--- src/design/rrs_pkg.sv ---
// ----------------------------------------------------------------------------
// Round-robin scheduler package
// Shared widths, command and register codes, reset values and the control
// structs that pass between the sequencer and its storage blocks.
// ----------------------------------------------------------------------------
package rrs_pkg;

	localparam int MAX_PROCS_DEF = 128;

	localparam int CMD_W     = 2;
	localparam int CFG_IDX_W = 2;
	localparam int CFG_W     = 16;
	localparam int TIME_W    = 16;
	localparam int CLK_W     = 32;
	localparam int SUM_W     = 39;
	localparam int PIDX_W    = 7;

	typedef enum logic [CMD_W-1:0] {
		CMD_CLEAR    = 2'd0,
		CMD_LOAD     = 2'd1,
		CMD_DISPATCH = 2'd2,
		CMD_NONE     = 2'd3
	} cmd_t;

	localparam logic [CFG_IDX_W-1:0] CFG_QUANTUM = 2'd0;
	localparam logic [CFG_IDX_W-1:0] CFG_COST    = 2'd1;

	localparam logic [CFG_W-1:0] QUANTUM_RST = 16'd4;
	localparam logic [CFG_W-1:0] COST_RST    = 16'd0;

	typedef struct packed {
		logic clr;
		logic push;
		logic pop;
	} ring_ctl_t;

	typedef struct packed {
		logic load;
		logic rem_wr;
	} pm_ctl_t;

endpackage

--- src/design/rrs_alu.sv ---
// ----------------------------------------------------------------------------
// Shared adder/subtractor
// The time arithmetic unit of the scheduler; the sequencer steers its operands
// for clock advance, remaining-time compare, turnaround, waiting and totals.
// ----------------------------------------------------------------------------
module rrs_alu import rrs_pkg::*; (
	input  logic [SUM_W-1:0] a,
	input  logic [SUM_W-1:0] b,
	input  logic             sub,
	output logic [SUM_W-1:0] y
);

	logic [SUM_W-1:0] b_eff;

	assign b_eff = sub ? ~b : b;
	assign y     = a + b_eff + SUM_W'(sub);

endmodule

--- config.mk ---
export PLATFORM = sky130hd
export DESIGN_NAME = rrs_alu
export DESIGN_NICKNAME = d
export VERILOG_FILES = /design/src/design/rrs_pkg.sv /design/src/design/rrs_alu.sv
export SDC_FILE = /design/constraint.sdc
export NUM_CORES = 1
export LEC_CHECK = 0
export BUFFER_PORTS_ARGS = -buffer_cell sky130_fd_sc_hd__buf_2
export CAP_MARGIN = 20
export CORE_MARGIN = 2
export CORE_UTILIZATION = 51
export DETAILED_ROUTE_END_ITERATION = 16
export GPL_ROUTABILITY_DRIVEN = 0
export GPL_TIMING_DRIVEN = 0
export PLACE_DENSITY = 0.85
export SLEW_MARGIN = 10
export SYNTH_ARGS = -nofsm -noshare
export SYNTH_HDL_FRONTEND = slang
export SYNTH_SLANG_ARGS = --single-unit
--- constraint.sdc ---
create_clock -name vclk -period 5.3
set_input_delay 0.53 -clock vclk [all_inputs]
set_output_delay 0.53 -clock vclk [all_outputs]
set_load 0.02 [all_outputs]
* Word level (Yosys, flattened, before mapping)
Cells that the tools add are included.
** Storage, ports and cells
- Flip-flop bits (word level) :: 0
- Input port bits :: 79
- Output and inout bits :: 39
- Logic and storage cells :: 4
** Cells by class
- Add/subtract/negate cells :: 2
- Mux-type cells :: 1
- Bitwise logic cells :: 1
** Operator list (count)
- adder 39 x 1 -> 39 bit :: 1
- adder 39 bit :: 1
- two-way mux 39 bit :: 1
- inverter 39 bit :: 1

* Depth between registers and ports, before layout
- Word-level depth :: 4
- Gate-level depth with buffers :: 12
- Mapped depth without buffers :: 9

* Worst setup path after synthesis
Ideal clock, no wire load.
- Path kind :: input to output
- From :: input sub
- To :: output y[34]
- Data arrival time :: 3.775 ns
- Data required time :: 4.770 ns
- Slack :: 0.995 ns
- Stages :: 11
- Path buffers :: 2
- Cells stage by stage :: buf_1 -> clkbuf_1 -> xor2_1 -> fa_1 -> a21oi_1 -> o21ai_2 -> a2111oi_4 -> o31a_1 -> o31a_1 -> nor3_1 -> nor3_1
** On the way
- Longest elaborated chain between the ends :: 3
** Ends and longest elaborated chain
- from (decl) :: line rrs_alu.sv:9 : input logic sub,
- two-way mux 39 bit :: line rrs_alu.sv:15 : assign b_eff = sub ? ~b : b;
- adder 39 bit :: line rrs_alu.sv:16 : assign y = a + b_eff + SUM_W'(sub);
- adder 39 x 1 -> 39 bit (*) :: line rrs_alu.sv:16
- to (decl) :: line rrs_alu.sv:10 : output logic [SUM_W-1:0] y
Every way passes the cells marked *; elsewhere a longest branch is shown, timed or not.

* Worst setup path in the final report
Same ends and word-level chain as after synthesis.

==> reports/results.tsv <==
stage	metric	value	unit
timing	fin crit share	0.9380	
min_path	type of the tightest min-delay check	in -> out	
placement	placed cells	573	
pwr	Leakage	1.729	nW
yosys	share of the yosys chip area belonging to registers	0	
layout	Finished Layout Cells	573	
yosys	Commonest cells post-synth	xor2_1 (47), a21oi_1 (39), ha_1 (38)	
global_route	largest net degree at the start of global routing	11	
worst_setup_path	Critical Path Slowest Stage Cell	clkbuf_1	
layout	FFs & Latches	0	
floorplanning	Die Height	76.97	um
route	first-pass iteration count of the detailed router	5	
worst_setup_path	Startpoint Class	primary input	
yosys	Post-Syn Instances	385	
placement	Place WS	0.2108	ns
route	Routed WL	7896	um
route	DRC Markers	0	
route	WL per Instance	13.78	um
global_route	Total Routing Usage GR	0.2643	
clock_network	# Post-CTS Setup Buffers	0	
yosys	cell with the most instances after synthesis	xor2_1	
timing	Rel. slew slack	0.4943	
min_path	hold path cells	3	
timing	Hold WS	1.361	ns
layout	Final Cell Area	3395	sq um
pwr	Power Total	0.7480	mW
placement	DP HPWL	6637	um
timing	final setup vio count	0	
timing	Setup TNS	0	ns
yosys	Yosys warning count	0	
timing	Tmin final	4.971	ns
placement	placed cell area	3393	sq um
layout	diode count	0	
global_route	first-pass GRT wire length	13660	um
worst_setup_path	crit path cell chain	buf_2 > buf_1 > clkbuf_1 > xor2_1 > ha_1 > a211oi_1 > o21ai_2 > a2111oi_4 > o31a_1 > o31a_1 > nor3_1 > nor3_1 > buf_2	
worst_setup_path	type of the worst setup path	in -> out	
layout	Layout area overhead	25.02	%
route	via count	3275	
pwr	Pwr Density	220.4	nW/um^2
yosys	main area contributors after synthesis	ha_1 (18%), xor2_1 (15%), a21o_1 (7.7%)	
yosys	cell taking the most area after synthesis	ha_1	
worst_setup_path	CP required	4.77	ns
yosys	Synth top area share	0.1751	
timing	setup ws final	0.3287	ns
worst_setup_path	critical path capture point type	output port	
flow_run	total of max-cap violations	0	
route	drt initial violations	186	
floorplanning	initial core utilization	0.5316	
timing	f_max	0.2012	GHz
layout	clock buffers	0	
timing	Worst Max-Slew Pin Slew	0.7586	ns
layout	share of cells above drive strength 1	0.2644	
min_path	Min-Delay Startpoint	a[0]	
floorplanning	width of the chip	76.97	um
global_route	global route total overflow	0	
timing	Final Hold Viols	0	
worst_setup_path	Arr. time, crit path	4.44	ns
timing	max-slew violation count	0	
route	Post-DRT Antenna Nets	0	
global_route	initial antenna violation count	0	
timing	RSZ-0062 raised after global routing	false	
layout	Final Util	0.6646	
floorplanning	Ports	118	
yosys	synthesized net count	503	
global_route	vias in the first global route	3149	
layout	FF+latch area	0	sq um
pwr	worst vdd ir	0.0001566	V
min_path	Hold EP	y[0]	
placement	IO buf count	118	
floorplanning	die footprint	5924	sq um
layout	Nets	623	
floorplanning	area of the core	5107	sq um
yosys	Post-Syn Area per Cell	7.052	sq um
status	status	finished, final reports clean	
worst_setup_path	worst-path maximum fanout	10	
route	via/cell ratio	5.716	
yosys	mapped cell area	2715	sq um
yosys	Unique masters post-synth	53	
worst_setup_path	CP max stage delay	0.65	ns
floorplanning	Core Rows	26	
## what timing repair did
| action | CTS | global route |
|---|---|---|
| endpoints found under the setup margin | 0 | 5 |
| resized for setup | 0 | 2 |
| hold buffers | 0 | 0 |
## cell usage in the layout, fill, tap and decap left out, drive strengths merged, types with 3 or more instances in the layout
master / n
buf: 121
xor2: 47
a21oi: 39
ha: 38
nor2: 28
a21o: 28
nand2: 24
xnor2: 23
o21ai: 21
clkbuf: 17
inv: 12
nand3: 10
o21bai: 9
and3: 8
nor3: 8
nand4: 7
o21a: 6
a31oi: 5
a211oi: 4
a31o: 4
a311oi: 4
o31ai: 4
o31a: 3
and2: 3
o211ai: 3
## how the worst max path moves through the flow
stage	depth (start not counted)	from	to	slack, ns
5_1_grt	13	sub	y[36]	0.01
3_5_place_dp	13	sub	y[36]	0.21
3_3_place_gp	13	sub	y[36]	0.26
6_report	13	sub	y[34]	0.33
4_1_cts	13	sub	y[36]	0.21
2_1_floorplan	11	sub	y[34]	0.99
## power by group
group	internal [mW]	switching (mW)
combinational	0.289	0.459
sequential	0	0
clock	0	0
## cell type report
class / instances / area, sq um
Buffer: 20 / 77.57
Fill cell: 477 / 1713
Inverter: 12 / 45.04
Multi-Input combinational cell: 353 / 2594
Tap cell: 70 / 87.58
Timing Repair Buffer: 118 / 590.6
## critical path: cells and delay by family
| family | cells | cell delay [ns] |
|---|---|---|
| AO/OA/AOI/OAI | 5 | 1.49 |
| XOR/XNOR | 1 | 0.16 |
| buffers and inverters | 4 | 1.51 |
| AND/OR/NAND/NOR | 2 | 0.35 |
| adder cells (fa/ha/maj) | 1 | 0.39 |
## per-layer routing
metal	vias to the layer above	wire length, um	share of wire	track usage
met4	0	108	0.014	0.04000
li1	1660	-	-	-
met5	-	0	0	0
met1	1461	3349	0.42	0.3190
met2	142	3928	0.50	0.5158
met3	12	510	0.065	0.01529
## kinds of logic after synthesis
logic type,count (synthesis),synth area share
AOI/OAI and AO/OA,142,0.3585
and+or+nand+nor,98,0.1728
xor gates and xnor gates,70,0.2258
adders and majority gates,39,0.1825
buffers and inverters,32,0.04470
muxes,4,0.01567
(Power assumes the default switching activity.)
